### src/sisf_pkg.sv
// Shared types and constants of the stereo shelving filter core.
`timescale 1ns / 1ps

package sisf_pkg;

   localparam int SAMP_W       = 16;
   localparam int COEF_W       = 18;
   localparam int NUM_REGS     = 6;
   localparam int REG_IDX_W    = 3;
   localparam int NUM_LANES    = 2;
   localparam int TAPS_DEFAULT = 3;

   // Accumulator and scaling widths. The accumulator is split into a low
   // unsigned part and a high signed part so that the scaling product fits
   // two small multipliers.
   localparam int ACC_W     = 37;
   localparam int SPLIT_W   = 19;
   localparam int OPND_W    = SPLIT_W + 1;
   localparam int PROD_W    = COEF_W + OPND_W;
   localparam int SUM_W     = PROD_W + SPLIT_W;
   localparam int OUT_SHIFT = 26;
   localparam int YFULL_W   = SUM_W - OUT_SHIFT;

   localparam int SAMP_MAX = 32767;
   localparam int SAMP_MIN = -32768;

   localparam logic [SUM_W-1:0] ROUND_BIAS = SUM_W'(1) << (OUT_SHIFT - 1);

   localparam logic signed [COEF_W-1:0] COEF_ONE  = COEF_W'(8192);
   localparam logic signed [COEF_W-1:0] COEF_ZERO = '0;

   typedef enum logic [REG_IDX_W-1:0] {
      REG_B0    = 3'd0,
      REG_B1    = 3'd1,
      REG_B2    = 3'd2,
      REG_A1    = 3'd3,
      REG_A2    = 3'd4,
      REG_RECIP = 3'd5
   } reg_idx_type;

   typedef enum logic [2:0] {
      ST_IDLE,
      ST_MAC,
      ST_DRAIN,
      ST_SCALE,
      ST_ROUND
   } state_type;

   typedef struct packed {
      logic load;
      logic mul_en;
      logic scale_en;
      logic acc_en;
      logic commit;
   } ctrl_type;

   typedef struct packed {
      logic signed [COEF_W-1:0] b0;
      logic signed [COEF_W-1:0] b1;
      logic signed [COEF_W-1:0] b2;
      logic signed [COEF_W-1:0] a1;
      logic signed [COEF_W-1:0] a2;
      logic signed [COEF_W-1:0] recip;
   } coef_type;

endpackage

### src/sisf_lane.sv
// One channel of the filter: shared multiplier pair, accumulator and history.
`timescale 1ns / 1ps

module sisf_lane #(
   parameter int  TAPS   = sisf_pkg::TAPS_DEFAULT,
   localparam int STEP_W = (TAPS > 1) ? $clog2(TAPS) : 1
) (
   input  logic                                 clock,
   input  logic                                 reset,
   input  sisf_pkg::ctrl_type                   ctrl,
   input  logic [STEP_W-1:0]                    step,
   input  sisf_pkg::coef_type                   coef,
   input  logic signed [sisf_pkg::SAMP_W-1:0]   sample,
   output logic signed [sisf_pkg::SAMP_W-1:0]   y_out
);

   localparam int SAMP_W  = sisf_pkg::SAMP_W;
   localparam int COEF_W  = sisf_pkg::COEF_W;
   localparam int ACC_W   = sisf_pkg::ACC_W;
   localparam int SPLIT_W = sisf_pkg::SPLIT_W;
   localparam int OPND_W  = sisf_pkg::OPND_W;
   localparam int PROD_W  = sisf_pkg::PROD_W;
   localparam int SUM_W   = sisf_pkg::SUM_W;
   localparam int YFULL_W = sisf_pkg::YFULL_W;

   logic signed [SAMP_W-1:0] x_ff, x_in;
   logic signed [SAMP_W-1:0] x_hist_ff [TAPS-1];
   logic signed [SAMP_W-1:0] x_hist_in [TAPS-1];
   logic signed [SAMP_W-1:0] y_hist_ff [TAPS-1];
   logic signed [SAMP_W-1:0] y_hist_in [TAPS-1];

   logic signed [COEF_W-1:0] b_tap [TAPS];
   logic signed [COEF_W-1:0] a_tap [TAPS];
   logic signed [SAMP_W-1:0] x_tap [TAPS];
   logic signed [SAMP_W-1:0] y_tap [TAPS];

   logic signed [ACC_W-1:0]         acc_ff, acc_in;
   logic signed [ACC_W-SPLIT_W-1:0] acc_hi;
   logic signed [PROD_W-1:0]        pa_ff, pa_in, pb_ff, pb_in;
   logic signed [COEF_W-1:0]        mul_coef_a, mul_coef_b;
   logic signed [OPND_W-1:0]        opnd_a, opnd_b;

   logic signed [SUM_W-1:0]   pa_ext, pb_ext, sum;
   logic signed [YFULL_W-1:0] y_full;
   logic signed [SAMP_W-1:0]  y_sat;

   // Tap k multiplies b_k by the input k frames back and a_k by the output
   // k frames back; there is no feedback term on the current frame.
   assign b_tap[0] = coef.b0;
   assign b_tap[1] = coef.b1;
   assign a_tap[0] = sisf_pkg::COEF_ZERO;
   assign a_tap[1] = coef.a1;
   generate
      if (TAPS > 2) begin : g_second_order
         assign b_tap[2] = coef.b2;
         assign a_tap[2] = coef.a2;
      end
   endgenerate

   assign x_tap[0] = x_ff;
   assign y_tap[0] = '0;
   generate
      for (genvar i = 1; i < TAPS; i++) begin : g_tap
         assign x_tap[i] = x_hist_ff[i-1];
         assign y_tap[i] = y_hist_ff[i-1];
      end
   endgenerate

   assign acc_hi = acc_ff[ACC_W-1:SPLIT_W];

   always_comb begin
      if (ctrl.scale_en) begin
         // acc * recip = recip * low + recip * high * 2^SPLIT_W
         mul_coef_a = coef.recip;
         mul_coef_b = coef.recip;
         opnd_a     = $signed({1'b0, acc_ff[SPLIT_W-1:0]});
         opnd_b     = OPND_W'(acc_hi);
      end else begin
         mul_coef_a = b_tap[step];
         mul_coef_b = a_tap[step];
         opnd_a     = OPND_W'(x_tap[step]);
         opnd_b     = OPND_W'(y_tap[step]);
      end
   end

   assign pa_in = mul_coef_a * opnd_a;
   assign pb_in = mul_coef_b * opnd_b;

   always_comb begin
      if (ctrl.load) begin
         acc_in = '0;
      end else if (ctrl.acc_en) begin
         acc_in = acc_ff + ACC_W'(pa_ff) - ACC_W'(pb_ff);
      end else begin
         acc_in = acc_ff;
      end
   end

   assign x_in = ctrl.load ? sample : x_ff;

   // Rounding to nearest with halves toward positive infinity, then clamp.
   assign pa_ext = pa_ff;
   assign pb_ext = pb_ff;
   assign sum    = pa_ext + (pb_ext <<< SPLIT_W) + sisf_pkg::ROUND_BIAS;
   assign y_full = sum[SUM_W-1:sisf_pkg::OUT_SHIFT];

   always_comb begin
      if (y_full > YFULL_W'(sisf_pkg::SAMP_MAX)) begin
         y_sat = SAMP_W'(sisf_pkg::SAMP_MAX);
      end else if (y_full < YFULL_W'(sisf_pkg::SAMP_MIN)) begin
         y_sat = SAMP_W'(sisf_pkg::SAMP_MIN);
      end else begin
         y_sat = SAMP_W'(y_full);
      end
   end

   assign y_out = y_sat;

   always_comb begin
      for (int i = 0; i < TAPS - 1; i++) begin
         x_hist_in[i] = x_hist_ff[i];
         y_hist_in[i] = y_hist_ff[i];
      end
      if (ctrl.commit) begin
         x_hist_in[0] = x_ff;
         y_hist_in[0] = y_sat;
         for (int i = 1; i < TAPS - 1; i++) begin
            x_hist_in[i] = x_hist_ff[i-1];
            y_hist_in[i] = y_hist_ff[i-1];
         end
      end
   end

   always_ff @(posedge clock) begin
      x_ff   <= x_in;
      acc_ff <= acc_in;
      if (ctrl.mul_en || ctrl.scale_en) begin
         pa_ff <= pa_in;
         pb_ff <= pb_in;
      end
   end

   always_ff @(posedge clock) begin
      if (reset) begin
         for (int i = 0; i < TAPS - 1; i++) begin
            x_hist_ff[i] <= '0;
            y_hist_ff[i] <= '0;
         end
      end else begin
         x_hist_ff <= x_hist_in;
         y_hist_ff <= y_hist_in;
      end
   end

endmodule

### config.mk
export PLATFORM = sky130hd
export DESIGN_NAME = sisf_lane
export DESIGN_NICKNAME = d
export VERILOG_FILES = /design/src/sisf_pkg.sv /design/src/sisf_lane.sv
export SDC_FILE = /design/constraint.sdc
export NUM_CORES = 2
export LEC_CHECK = 0
export BUFFER_PORTS_ARGS = -buffer_cell sky130_fd_sc_hd__clkbuf_2
export CAP_MARGIN = 20
export CORE_UTILIZATION = 41
export DETAILED_ROUTE_END_ITERATION = 7
export SLEW_MARGIN = 20
export SYNTH_ARGS = -nofsm -noshare
export SYNTH_HDL_FRONTEND = slang
export SYNTH_SLANG_ARGS = --single-unit
### constraint.sdc
create_clock -name clock -period 16.5 [get_ports clock]
set_input_delay 3.3 -clock clock [delete_from_list [all_inputs] [get_ports clock]]
set_output_delay 3.3 -clock clock [all_outputs]
set_load 0.005 [all_outputs]
; Word level (Yosys, flattened, before mapping)
; Index checks and enable logic that the tools add are counted.
[classes]
n_addsub = 4
mul = 2
n_lt_le_gt_ge = 3
n_mux = 18
bitwise = 1
reduce_logical = 1
[op_table]
columns = cell, n
row1 = $mux 18, 6
row2 = $mux 16, 6
row3 = $mul 18x20->38, 2
row4 = $bmux 18 s2, 2
row5 = $bmux 16 s2, 2
row6 = $add 57x26->57 const B, 1
row7 = $add 57x57->57, 1
row8 = $mux 20, 2
row9 = $add 37x37->37, 1
row10 = $sub 37x37->37, 1
row11 = $gt 31x16->1 const B, 1
row12 = $lt 31x16->1 const B, 1
row13 = $ge 3x3->1 const B, 1
row14 = $not 2->3, 1
row15 = $logic_or 1x1->1, 1
[totals]
reg_bits = 193
inputBits = 133
output_inout_bits = 16
word_cells = 37

; Depth between registers and ports, before layout
[depth]
depth_word = 6
mapped_depth = 33
mapped_depth_nobuf = 30

; Worst setup path before layout
; OpenSTA, ideal clock, no wires.
[synth_timing]
path_type = in2reg
startpoint = in step[0]
endpoint = reg pa_ff[33], data pin
setup_ns = 0.259
arrival_ns = 10.936
t_required_ns = 16.241
path_slack_ns = 5.305
cell_stages = 29
path_buffers = 3
cell_sequence = clkbuf_1 clkbuf_1 mux2i_1 o21ai_0 nor2_1 a21oi_1 clkbuf_1 nand2_1 fa_1 fa_1 fa_1 inv_1 fa_1 fa_1 inv_1 fa_1 inv_1 ha_1 and3_1 nand3_1 a211oi_1 nor2_1 o41ai_1 nand4_1 o2111a_1 nor3_1 a41oi_1 nor2b_1 xnor2_1
[synth_via]
elab_chain_cells = 6
word_cells_on_any_way = 10
classes_between = mul (1) / mux (8) / bitwise (1)
[synth_lines]
columns = item, line_no
row1 = "start, declared", sisf_lane.sv:11  ; input logic [STEP_W-1:0] step,
row2 = $not 2->3 (implied by the code) *, "sisf_lane.sv:79, sisf_lane.sv:81"
row3 = $bmux 18 s2 / $bmux 16 s2 (equally long branches), "sisf_lane.sv:79, sisf_lane.sv:81"
row4 = $mux 18 (implied by the code) / $mux 16 (equally long branches) (2 in series), "sisf_lane.sv:79, sisf_lane.sv:81"
row5 = $mux 18 / $mux 20 (equally long branches), sisf_lane.sv:72  ; if (ctrl.scale_en) begin
row6 = $mul 18x20->38 *, sisf_lane.sv:86  ; assign pa_in = mul_coef_a * opnd_a;
row7 = named net pa_in[33], sisf_lane.sv:39  ; logic signed [PROD_W-1:0] pa_ff, pa_in, pb_ff, pb_in;
row8 = "end signal, assigned", sisf_lane.sv:138  ; pa_ff <= pa_in;
row9 = "end, declared", sisf_lane.sv:39
; The timed path passes the listed nets; every way through them passes the cells marked *. The select of a mux whose other input is x is not followed.
; A chain may end at the register's enable or synchronous reset.

; Worst setup path in the final report
[layout_timing]
startpoint = in step[1]
endpoint = reg pa_ff[37], data pin
; Same word-level chain as after synthesis.

==> metrics.txt <==
status=finished clean; Clock transition at path regs=0.09 ns; synth unique cells=72; register area share after synthesis=12.47%; Max-slew headroom=10.55%; WP data arrival=12.72 ns; post-synthesis compound-gate area fraction=10.08%; CTS tree=done; Core ar.=92,220 um^2; Initial Util=41.59%; WP data required=16.71 ns; hold buffers post-CTS=0; Worst Path Max Fanout=69; Max Slew Vio Count=0; Clock Tree Root=clkbuf_16; FF-to-FF path depth=26; CTS Buf Count=17; leading area contributor after synthesis=fa_1; CP delay by family, top=adder cells; slowest stage delay, CP=0.96 ns; # fillers=9,162; per-cell routed wire length=21.14 um; Ys Warns=0; Syn Nets=5,466; Post-synth EDFFs=92; die area=94,770 um^2; top post-synthesis cells by area=fa_1, ha_1, inv_1; Synth Area in XOR/XNOR=2.832%; # clock sinks=193; CP Launch Type=primary input; Avg Cell Area, Syn=8.924 um^2; simple-gate portion of the synthesized area=13.10%; Crit Path Category=in -> reg; initial antenna violation count=1; Hold Path End=acc_ff[5]; Yosys top cell area share=38.36%; fin crit share=75.83%; worst hold start=acc_ff[5]; ratio of cells with drive above 1 in the final layout=6.457%; die width=307.9 um; DRC violations left=0; RSZ-0062 raised after global routing=no; DRT iter0 DRCs=2,781; Tmin final=12.51 ns; final net count=5,553; pin count of the biggest net entering global routing=75; Seq cells post-synth=193; RR Endpoint=pa_ff[37]; Max Clk Rate=79.92 MHz; buffers added on ports=148; largest family of logic cells by synthesized area=adder cells; HP Class=reg -> reg; most frequent cell after synthesis=inv_1; Post-synth ARST share=0%; Bufs and invs on worst path=6; Post-synth top cells=inv_1, fa_1, nor2_1; ANT nets after route=0; Synth Area in Adders=48.15%; MaxCap Viol Count=0; via count=29,920; Reg2Reg Setup Slack=7.61 ns; HPWL Detailed=99.67 mm; Initial DRT Pass Iterations=5; Post-CTS Resized=0; overall routed net length=119.3 mm; Final Skew=0.02524 ns; first-pass GRT wire length=182.4 mm; All-Layer GR Usage=25.64%; worst slew pin tran=1.334 ns; Worst path most repeated cell=fa_1; Multi-input gate area=29,530 um^2; Post-Syn Instances=4,298; WHS Path Cells=2; Skew-Pair Late Insertion Delay=0.49 ns; Layout Area Growth over Synthesis=7.487%; gpl congestion=0.9374; reg2reg start=x_ff[2]; Setup TNS=0 ns; register area=4785 um^2; buffer count from post-CTS setup fixing=0; GRT Residual Overflow=0; Final Hold Violating Endpoints=0; Via density=5.303; WHS=0.4716 ns; vias in the first global route=30,010; io pins=149; clock tree buffer depth=2; # rows=111; top_reg_cell synth=dfxtp_1; post-synthesis mux area share=2.717%; final setup fails=0; DIE HEIGHT=307.9 um; # H-tree levels=4; Synth Cell Area=38,350 um^2; Slowest-stage cell, CP=a21oi_1; CP Capture Type=register
## per-layer routing
metal | wire length [um] | share of wire [%] | up-vias | track usage, %
met5 | 13 | 0.011 | - | 0
met4 | 2763 | 2.3 | 2 | 6.132
met3 | 9165 | 7.7 | 138 | 3.388
met2 | 53680 | 45 | 1128 | 39.94
met1 | 53650 | 45 | 15130 | 37.64
li1 | - | - | 13520 | -
## cell type report
type / instances / area share [%]
inverters: 942 / 8.577
clock inverters: 15 / 0.4310
multi-input cells: 3021 / 71.62
clock buffers: 17 / 1.032
diodes: 1 / 0.006070
repair buffers: 210 / 2.956
flip-flops and latches: 193 / 11.61
well taps: 1243 / 3.772
## sequential cells by signal, summed over array words and instances, names as in the netlist
signal	cells
acc_ff	37
pa_ff	38
pb_ff	38
x_ff	16
x_hist_ff	32
y_hist_ff	32
## placed cells by master (no fill, tap or decap), types with 16 or more instances in the layout
| cell | instances |
|---|---|
| inv_1 | 942 |
| nor2_1 | 512 |
| o21ai_1 | 22 |
| nor2b_1 | 21 |
| clkbuf_16 | 17 |
| and2_1 | 34 |
| clkbuf_2 | 146 |
| nand3_1 | 38 |
| mux2i_1 | 103 |
| o21a_1 | 37 |
| xnor2_1 | 84 |
| o21bai_1 | 17 |
| dfxtp_1 | 101 |
| o21ai_0 | 99 |
| fa_1 | 735 |
| a221o_1 | 16 |
| buf_4 | 62 |
| edfxtp_1 | 92 |
| nand2b_1 | 49 |
| a211oi_1 | 31 |
| a21o_1 | 70 |
| a22oi_1 | 18 |
| nand2_1 | 416 |
| and3_1 | 20 |
| a21oi_1 | 152 |
| xor2_1 | 40 |
| nor3_1 | 27 |
| ha_1 | 300 |
## worst max-delay path by stage
stage,start,to,slack (ns),cells after the start
6_report,step[1],pa_ff[37],3.99,28
5_1_grt,step[1],pa_ff[37],3.69,28
4_1_cts,step[1],pa_ff[33],4.25,28
3_5_place_dp,step[1],pa_ff[33],3.75,28
3_3_place_gp,step[1],pa_ff[33],3.80,28
2_1_floorplan,step[0],pa_ff[33],5.30,29
## cell families after synthesis
group	count (synthesis)
simple gates	1180
compound gates	578
fa+ha+maj	1035
flops	193
xor+xnor	124
mux	104
buf+inv	1084
## worst reg2reg max path: cells and delay by family, from the launching register on
kind | cells | cell delay [ns]
mux | 1 | 0.14
compound gates | 7 | 3.29
buf+inv | 3 | 0.18
flops | 1 | 0.40
fa+ha+maj | 7 | 3.14
simple gates | 7 | 1.36
xor+xnor | 1 | 0.09
## per-stage QoR
step	util [%]	setup WS [ns]	area [um^2]	instances
after detailed placement	44.01	3.754	40590	5607
after CTS	44.67	4.246	41190	5639
final	44.70	3.988	41230	5642
after global placement	44.00	3.797	40580	5606
after global routing	44.70	3.688	41220	5641
after floorplan	-	5.305	38350	4298
Power is not shown: default switching activity piles up to over one toggle a cycle in this logic, so the estimate is an artifact.
