$ cat config.mk
export PLATFORM = sky130hd
export DESIGN_NAME = sisf_ctrl
export DESIGN_NICKNAME = d
export VERILOG_FILES = /design/src/sisf_pkg.sv /design/src/sisf_ctrl.sv
export SDC_FILE = /design/constraint.sdc
export NUM_CORES = 1
export LEC_CHECK = 0
export ABC_AREA = 1
export ABC_CLOCK_PERIOD_IN_PS = 1000
export BUFFER_PORTS_ARGS = -buffer_cell sky130_fd_sc_hd__clkbuf_2
export CELL_PAD_IN_SITES_DETAIL_PLACEMENT = 1
export CELL_PAD_IN_SITES_GLOBAL_PLACEMENT = 1
export CORE_MARGIN = 8
export CORE_UTILIZATION = 27
export CTS_CLUSTER_SIZE = 12
export DETAILED_ROUTE_END_ITERATION = 8
export GPL_TIMING_DRIVEN = 0
export HOLD_SLACK_MARGIN = 0.12
export PLACE_DENSITY = 0.73
export REMOVE_ABC_BUFFERS = 1
export SYNTH_ARGS = -nofsm -noshare
export SYNTH_HDL_FRONTEND = slang
export SYNTH_SLANG_ARGS = --single-unit
export TNS_END_PERCENT = 1
$ cat constraint.sdc
create_clock -name clock -period 1 [get_ports clock]
set_input_delay 0.1 -clock clock [delete_from_list [all_inputs] [get_ports clock]]
set_output_delay 0.1 -clock clock [all_outputs]
set_load 0.01 [all_outputs]
$ cat src/sisf_pkg.sv
// Shared types and constants of the stereo shelving filter core.
`timescale 1ns / 1ps

package sisf_pkg;

   localparam int SAMP_W       = 16;
   localparam int COEF_W       = 18;
   localparam int NUM_REGS     = 6;
   localparam int REG_IDX_W    = 3;
   localparam int NUM_LANES    = 2;
   localparam int TAPS_DEFAULT = 3;

   // Accumulator and scaling widths. The accumulator is split into a low
   // unsigned part and a high signed part so that the scaling product fits
   // two small multipliers.
   localparam int ACC_W     = 37;
   localparam int SPLIT_W   = 19;
   localparam int OPND_W    = SPLIT_W + 1;
   localparam int PROD_W    = COEF_W + OPND_W;
   localparam int SUM_W     = PROD_W + SPLIT_W;
   localparam int OUT_SHIFT = 26;
   localparam int YFULL_W   = SUM_W - OUT_SHIFT;

   localparam int SAMP_MAX = 32767;
   localparam int SAMP_MIN = -32768;

   localparam logic [SUM_W-1:0] ROUND_BIAS = SUM_W'(1) << (OUT_SHIFT - 1);

   localparam logic signed [COEF_W-1:0] COEF_ONE  = COEF_W'(8192);
   localparam logic signed [COEF_W-1:0] COEF_ZERO = '0;

   typedef enum logic [REG_IDX_W-1:0] {
      REG_B0    = 3'd0,
      REG_B1    = 3'd1,
      REG_B2    = 3'd2,
      REG_A1    = 3'd3,
      REG_A2    = 3'd4,
      REG_RECIP = 3'd5
   } reg_idx_type;

   typedef enum logic [2:0] {
      ST_IDLE,
      ST_MAC,
      ST_DRAIN,
      ST_SCALE,
      ST_ROUND
   } state_type;

   typedef struct packed {
      logic load;
      logic mul_en;
      logic scale_en;
      logic acc_en;
      logic commit;
   } ctrl_type;

   typedef struct packed {
      logic signed [COEF_W-1:0] b0;
      logic signed [COEF_W-1:0] b1;
      logic signed [COEF_W-1:0] b2;
      logic signed [COEF_W-1:0] a1;
      logic signed [COEF_W-1:0] a2;
      logic signed [COEF_W-1:0] recip;
   } coef_type;

endpackage

$ cat src/sisf_ctrl.sv
// Sequencer that steps both lanes through the taps, scaling and rounding.
`timescale 1ns / 1ps

module sisf_ctrl #(
   parameter int  TAPS   = sisf_pkg::TAPS_DEFAULT,
   localparam int STEP_W = (TAPS > 1) ? $clog2(TAPS) : 1
) (
   input  logic               clock,
   input  logic               reset,
   input  logic               req_valid,
   input  logic               out_free,
   output logic               ready,
   output sisf_pkg::ctrl_type ctrl,
   output logic [STEP_W-1:0]  step
);

   localparam logic [STEP_W-1:0] LAST_STEP = STEP_W'(TAPS - 1);

   sisf_pkg::state_type state_ff, state_in;
   logic [STEP_W-1:0]   step_ff, step_in;
   logic                acc_en_ff, acc_en_in;

   always_ff @(posedge clock) begin
      if (reset) begin
         state_ff  <= sisf_pkg::ST_IDLE;
         step_ff   <= '0;
         acc_en_ff <= 1'b0;
      end else begin
         state_ff  <= state_in;
         step_ff   <= step_in;
         acc_en_ff <= acc_en_in;
      end
   end

   always_comb begin
      state_in      = state_ff;
      step_in       = step_ff;
      ready         = 1'b0;
      ctrl.load     = 1'b0;
      ctrl.mul_en   = 1'b0;
      ctrl.scale_en = 1'b0;
      ctrl.commit   = 1'b0;
      // Products registered in a cycle are accumulated in the next.
      ctrl.acc_en   = acc_en_ff;
      unique case (state_ff)
         sisf_pkg::ST_IDLE: begin
            ready = 1'b1;
            if (req_valid) begin
               ctrl.load = 1'b1;
               step_in   = '0;
               state_in  = sisf_pkg::ST_MAC;
            end
         end
         sisf_pkg::ST_MAC: begin
            ctrl.mul_en = 1'b1;
            if (step_ff == LAST_STEP) begin
               state_in = sisf_pkg::ST_DRAIN;
            end else begin
               step_in = step_ff + 1'b1;
            end
         end
         sisf_pkg::ST_DRAIN: begin
            // The last tap products are summed here.
            state_in = sisf_pkg::ST_SCALE;
         end
         sisf_pkg::ST_SCALE: begin
            ctrl.scale_en = 1'b1;
            state_in      = sisf_pkg::ST_ROUND;
         end
         sisf_pkg::ST_ROUND: begin
            if (out_free) begin
               ctrl.commit = 1'b1;
               state_in    = sisf_pkg::ST_IDLE;
            end
         end
         default: begin
            state_in = sisf_pkg::ST_IDLE;
         end
      endcase
   end

   assign acc_en_in = ctrl.mul_en;
   assign step      = step_ff;

endmodule

Word level (Yosys, flattened, before mapping)
Cells that the tools add are included.

Latch bits: 0. RAM bits: 0. Memories: 0. Register bits after elaboration: 6. Input port bits: 4. Memory bits (read-only): 0.

Order comparisons: 0. Add/sub/neg operators: 1. Mux-type cells: 14. $mul: 0. Bitwise gates (word level): 0. Div/mod/pow operators: 0. Shift-type cells: 0. Eq/ne operators: 9. Reductions and logical operators: 4.

Operator list (count): $pmux 3 s5 (1); $mux 3 (3); $ne 2x2->1 const B (4); $mux 1 (7); $eq 3x2->1 const B (2); $reduce_and 3->1 (2); $mux 2 (2); $pmux 2 s2 (1); $eq 3x1->1 const B (1); $eq 3x3->1 const B (1); $logic_not 3->1 (1); $add 2x1->2 const B (1); $eq 2x2->1 const B (1); $reduce_bool 2->1 (1).

Longest topological paths before layout
Gate-level depths: netlist (run 1).

Depth in word-level cells: 3. Depth in mapped cells: 8. Gate-level depth less buffers: 7.

Worst setup path before layout (run 1)
Ideal clock, no wire load.

Kind: reg-to-reg. Start: reg step_ff[0] (netlist: step[0]). End: reg state_ff[0]. Setup time: 113 ps. Data arrival time: 1053 ps. Slack: -166 ps. Period minus slack after synthesis: 1166 ps. Stages on the path, launching flop included: 8. Data required time: 887 ps. Cell sequence: dfxtp_1 -> inv_1 -> ha_1 -> nand3b_1 -> nand3_1 -> nand2_1 -> nand2_1 -> nor2_1.

Word-level cells in the longest chain between the ends: 3.

RTL lines: from (decl) (RTL line sisf_ctrl.sv:20) `logic [STEP_W-1:0] step_ff, step_in;`; from (signal assigned) (RTL line sisf_ctrl.sv:30) `step_ff <= step_in;`; $eq 2x2->1 (RTL line sisf_ctrl.sv:56) `if (step_ff == LAST_STEP) begin`; $ne 2x2->1 (no source line); $reduce_and 3->1 (no source line); to (signal assigned) (RTL line sisf_ctrl.sv:25) `state_ff <= sisf_pkg::ST_IDLE;`; to (signal assigned) (RTL line sisf_ctrl.sv:29) `state_ff <= state_in;`; to (decl) (RTL line sisf_ctrl.sv:19) `sisf_pkg::state_type state_ff, state_in;`.

Every way passes these cells. A chain may end at the register's enable or synchronous reset.

==> qor.txt, run 1 <==
TritonCTS clock tree -> done
Slew HR -> 0.854
Distinct cells, synth -> 17
Clk pwr share -> 0.139
CTS Sinks -> 6
IO buf count -> 11
via count -> 395
startpoint types -> flip-flop
area grow syn2layout -> 52.7%
clock buffer depth -> 2
Worst-path clk slew -> 50 ps
DR iter-0 viols -> 7
Cells after Synth -> 54
final hold vios -> 0
worst skew pair latency -> 250 ps
remaining antenna violation count after routing -> 0
Least-Margin Pin Slew -> 216 ps
Clock Skew -> 3.26 ps
synth warn -> 0
worst setup path start -> state_ff[2]$_SDFFE_PP0P_
peak supply drop -> 0.00102 V
vias in the first global route -> 415
Sequential Power Share -> 0.277
net load switching power -> 0.739 mW
MaxCap Viol Count -> 0
Net Sw Frac -> 0.432
HP Class -> in -> reg
fin nets -> 78
fin. max-slew vios -> 0
Internal -> 0.974 mW
All-Layer GR Usage -> 0.0837
Gate power share -> 0.584
worst-path maximum fanout -> 6
vias per cell -> 4.59
WP data required -> 900 ps
hpwl dp -> 654 um
pin count of the biggest net entering global routing -> 7
Final setup viols -> 9
drt drc -> 0
Die Y -> 52.1 um
CTS buffer count -> 3
violated checks -> negative setup slack
RSZ-0062 raised after global routing -> yes
initial antenna violation count -> 0
grt ovf -> 0
die width -> 52.1 um
global-route wire length before repair -> 1.73 mm
Core Area -> 1250 um2
Initial Util -> 0.281
period utilization -> 1.18
drt wl/cell -> 11.7 um
most frequent cells in the layout -> 12 x nand2_1, 8 x nor2_1, 6 x clkbuf_2, 5 x inv_1, 5 x buf_4
worst hold path depth -> 4
syn avg cell area -> 6.51 um2
die area -> 2710 um2
Ports -> 12
fmax -> 851 MHz
share of layout cells above drive strength 1 -> 0.479
fin crit period -> 1180 ps
routed wire length -> 1.01 mm
worst r2r path cells -> 8
crit path kind -> reg -> out
post-route setup slack -> -176 ps
status -> finished with violations
CP arrival -> 1080 ps
LEAKAGE -> 0.286 nW
hold_sp -> out_free
FILL cells -> 163
Worst Setup End Kind -> output port
ANT cells -> 0
# rows -> 13
netlist area before placement -> 352 um2
hold slack -> 197 ps
GPL Wtd Cong -> 0.745
Final Util -> 0.429
post-synthesis register bit count -> 6
Seq/Total Area, Yosys -> 0.342
root buf cell -> clkbuf_4
commonest non-fill, non-tap cell in the layout -> nand2_1
first-pass iteration count of the detailed router -> 2
PD cells -> 3190 nW/um2
Reg-to-Reg Start -> state_ff[2]$_SDFFE_PP0P_
htree depth -> 1
-- power groups by stage --
stage | registers (mW) | logic, mW | clock network (mW)
6_report | 0.475 | 1.00 | 0.238
5_1_grt | 0.494 | 1.13 | 0.261
4_1_cts | 0.456 | 0.928 | 0.243
3_5_place_dp | 0.412 | 0.746 | 0
3_3_place_gp | 0.411 | 0.730 | 0
2_1_floorplan | 0.424 | 0.505 | 0
-- per-layer routing --
| metal | routed length [um] | up-vias | GRT usage | part of all wire |
|---|---|---|---|---|
| li1 | - | 200 | - | - |
| met1 | 378 | 182 | 0.0790 | 0.38 |
| met2 | 539 | 9 | 0.152 | 0.53 |
| met3 | 50 | 4 | 0.0171 | 0.050 |
| met4 | 40 | 0 | 0.0664 | 0.040 |
| met5 | 0 | - | 0 | 0 |
-- final timing paths --
check / end / slack [ps]
min: state_ff[2]$_SDFFE_PP0P_ / 200
min reg2reg: acc_en_ff$_SDFF_PP0_ / 510
max: ctrl[4] / -180
max reg2reg: step[0]$_SDFFE_PP0P_ / -170
-- layout make-up --
| class | instances | area, um2 | share of cell area |
|---|---|---|---|
| multi-input cells | 36 | 209 | 0.389 |
| flip-flops and latches | 6 | 133 | 0.247 |
| repair buffers | 17 | 115 | 0.214 |
| inverters | 9 | 38.8 | 0.0723 |
| clock buffers | 3 | 22.5 | 0.0420 |
| well taps | 15 | 18.8 | 0.0350 |
-- flip-flops by register name, indices dropped and copies added, names as in the netlist --
name       flops
acc_en_ff      1
step           2
state_ff       3
-- critical path, cell delays in order (launching register included) --
cell,delay (ps)
dfxtp_4,370
nor2_4,110
nand2_1,70
inv_2,70
nand2_2,60
inv_2,50
buf_6,90
-- cells by family after synthesis --
| family | share of synthesized area |
|---|---|
| compound gates | 0.0142 |
| fa+ha+maj | 0.0356 |
| buf+inv | 0.153 |
| flops | 0.342 |
| simple gates | 0.456 |
-- through the flow --
step           TNS [ps]  instance area, um2  total power [mW]  cells  worst slack, ps
2_1_floorplan      -530                 332             0.929     51             -166
3_3_place_gp       -595                 405              1.14     77             -194
3_5_place_dp       -666                 405              1.16     77             -209
4_1_cts           -1190                 517              1.63     86             -166
5_1_grt           -1840                 537              1.88     86             -257
6_report          -1260                 537              1.71     86             -176
-- repair_timing --
action                                  CTS  global route
pin swaps                                 5             2
buffers inserted                          5             0
hold buffers                              1             0
endpoints found under the setup margin    9             9
endpoints found under the hold margin     3             0
gates resized for setup                  15            10
-- Yosys cell counts --
cell       n  area share
a21oi_1    1       0.014
and2_1     2       0.036
nand3_1    4       0.057
nand2_1   12        0.13
nor3_2     1       0.028
buf_4      2       0.043
nor2_2     1       0.018
nor2_1     9       0.096
inv_1      7       0.075
inv_2      2       0.021
nor3_1     1       0.014
ha_1       1       0.036
nor4_1     1       0.018
nand2_2    1       0.018
nand3b_1   2       0.043
buf_2      1       0.014
dfxtp_1    6        0.34
No activity file was read; power rests on OpenSTA's default activity.
==> inputs of run 2 (changes only) <==
--- a/config.mk
+++ b/config.mk
@@ -16,7 +16,8 @@
 export DETAILED_ROUTE_END_ITERATION = 8
 export GPL_TIMING_DRIVEN = 0
-export HOLD_SLACK_MARGIN = 0.12
+export HOLD_SLACK_MARGIN = 0.06
 export PLACE_DENSITY = 0.73
 export REMOVE_ABC_BUFFERS = 1
+export SLEW_MARGIN = 5
 export SYNTH_ARGS = -nofsm -noshare
 export SYNTH_HDL_FRONTEND = slang
==> constraint.sdc (replaced) <==
create_clock -name clock -period 1 [get_ports clock]
set_input_delay 0.1 -clock clock [delete_from_list [all_inputs] [get_ports clock]]
set_output_delay 0.1 -clock clock [all_outputs]
set_load 0.1 [all_outputs]
==> run 2 against run 1 <==
Compared with the run above: the run still ends with negative setup slack left; register-to-register slack worse by 90 ps; highest routed layer unchanged; routed wire length is 26% higher; clock skew is 2.0 ps lower; die area stayed put; sequential share of layout area is 4.1 points lower; worst hold slack worse by 130 ps; largest cell class unchanged.
==> qor.txt, run 2 (synthesis results as in run 1) <==
CTS Sinks -> 6 (unchanged)
TritonCTS clock tree -> done (unchanged)
Core Area -> 1250 um2 (unchanged)
htree depth -> 1 (unchanged)
final hold vios -> 0 (unchanged)
reg2reg setup slack -> -260 ps (was -170 ps)
CP arrival -> 1190 ps (was 1080 ps)
fin crit period -> 1290 ps (was 1180 ps)
vias per cell -> 4.72 (was 4.59)
DR iter-0 viols -> 7 (unchanged)
IO buf count -> 11 (unchanged)
root buf cell -> clkbuf_4 (unchanged)
Top reg by flops -> state_ff (unchanged)
first-pass iteration count of the detailed router -> 3 (was 2)
post-route setup slack -> -289 ps (was -176 ps)
crit path kind -> reg -> out (unchanged)
HP Class -> in -> reg (unchanged)
Clock Skew -> 1.25 ps (was 3.26 ps)
remaining antenna violation count after routing -> 0 (unchanged)
CTS buffer count -> 3 (unchanged)
drt drc -> 0 (unchanged)
Reg-to-Reg End -> state_ff[0]$_SDFFE_PP0P_ (was step[0]$_SDFFE_PP0P_)
WP data required -> 900 ps (about the same)
hold slack -> 65.5 ps (was 197 ps)
area grow syn2layout -> 83.3% (was 52.7%)
drt wl/cell -> 14.6 um (was 11.7 um)
vias in the first global route -> 446 (was 415)
clock buffer depth -> 2 (unchanged)
worst skew pair latency -> 250 ps (about the same)
Final setup viols -> 9 (unchanged)
commonest non-fill, non-tap cell in the layout -> nand2_1 (unchanged)
die width -> 52.1 um (unchanged)
global-route wire length before repair -> 2.11 mm (was 1.73 mm)
violated checks -> negative setup slack (unchanged)
share of layout cells above drive strength 1 -> 0.542 (was 0.479)
period utilization -> 1.29 (was 1.18)
Final Cell Area -> 644 um2 (was 537 um2)
worst-path maximum fanout -> 5 (was 6)
Critical Path Sink -> ctrl[4] (unchanged)
hpwl dp -> 654 um (unchanged)
fin. max-slew vios -> 0 (unchanged)
grt ovf -> 0 (unchanged)
RSZ-0062 raised after global routing -> yes (unchanged)
# rows -> 13 (unchanged)
Die Y -> 52.1 um (unchanged)
MaxCap Viol Count -> 0 (unchanged)
Worst-path clk slew -> 50 ps (about the same)
ANT cells -> 0 (unchanged)
Slew HR -> 0.786 (was 0.854)
via count -> 411 (was 395)
Reg-to-Reg Start -> state_ff[1]$_SDFFE_PP0P_ (was state_ff[2]$_SDFFE_PP0P_)
pin count of the biggest net entering global routing -> 8 (was 7)
cts hold-fix bufs -> 0 (was 1)
max reg flops -> 3 (unchanged)
initial antenna violation count -> 0 (unchanged)
post-route insts no fill -> 87 (was 86)
Initial Util -> 0.281 (unchanged)
fin nets -> 79 (was 78)
Post-DP Area -> 405 um2 (unchanged)
worst r2r path cells -> 8 (unchanged)
startpoint types -> flip-flop (unchanged)
dpl cells -> 77 (unchanged)
Ports -> 12 (unchanged)
status -> finished with violations (unchanged)
die area -> 2710 um2 (unchanged)
fmax -> 776 MHz (was 851 MHz)
worst setup path start -> state_ff[1]$_SDFFE_PP0P_ (was state_ff[2]$_SDFFE_PP0P_)
All-Layer GR Usage -> 0.106 (was 0.0837)
Worst Setup End Kind -> output port (unchanged)
routed wire length -> 1.27 mm (was 1.01 mm)
Least-Margin Pin Slew -> 318 ps (was 216 ps)
most frequent cells in the layout -> 10 x nand2_1, 8 x buf_4, 7 x nor2_1, 4 x inv_1 (was 12 x nand2_1, 8 x nor2_1, 6 x clkbuf_2, 5 x inv_1, 5 x buf_4)
Final Util -> 0.514 (was 0.429)
GPL Wtd Cong -> 0.745 (unchanged)
## run 2: cell count changes in the layout (fill, tap and decap cells not counted), moves of 3 or more
cell	delta
clkbuf_16	+3
buf_2	-3
buf_4	+3
clkbuf_2	-3
## run 2: layer usage
| metal | wire [um] | global-route usage | up-vias |
|---|---|---|---|
| li1 | - | - | 201 |
| met1 | 528 | 0.116 | 196 |
| met2 | 666 | 0.182 | 11 |
| met3 | 49 | 0.0199 | 3 |
| met4 | 23 | 0.0664 | 0 |
| met5 | 0 | 0 | - |
## run 2: layout make-up
type,instances,area [um2]
fill,152,608
inverter,9,38.8
timing repair buffer,18,215
sequential,6,133
tap,15,18.8
clock buffer,3,22.5
multi-input combinational,36,216
## run 2: per-stage QoR
stage,worst slack (ps),setup TNS (ps)
6_report,-289,-2160
3_5_place_dp,-333,-2000
4_1_cts,-268,-1690
2_1_floorplan,-1080,-6630
5_1_grt,-349,-2790
3_3_place_gp,-326,-1940
## run 2: how the worst min path moves through the flow
stage,start,end,cells after the start
final,reset,state_ff[1]$_SDFFE_PP0P_,2
after global routing,reset,state_ff[2]$_SDFFE_PP0P_,2
after CTS,reset,state_ff[2]$_SDFFE_PP0P_,2
after detailed placement,reset,state_ff[2]$_SDFFE_PP0P_,2
after global placement,reset,state_ff[2]$_SDFFE_PP0P_,2
after floorplan,reset,state_ff[2]$_SDFFE_PP0P_,1
## run 2: what timing repair did
item,in CTS,in global routing
gates resized for setup,35,11
pin swaps,5,5
cloned,0,0
endpoints found under the setup margin,12,12
hold endpoints to repair,0,0
setup buffers,5,2
## run 2: critical path: stages, from the launching register on
cell and delay, ps:
dfxtp_4 370, nor2_4 120, nand2_2 50, inv_2 80, nand2_4 60, inv_4 50
clkbuf_16 180
Power of run 2 is left out: the tool's default activity adds up to more than one toggle a clock period on the data nets, which glitch-free logic cannot reach.
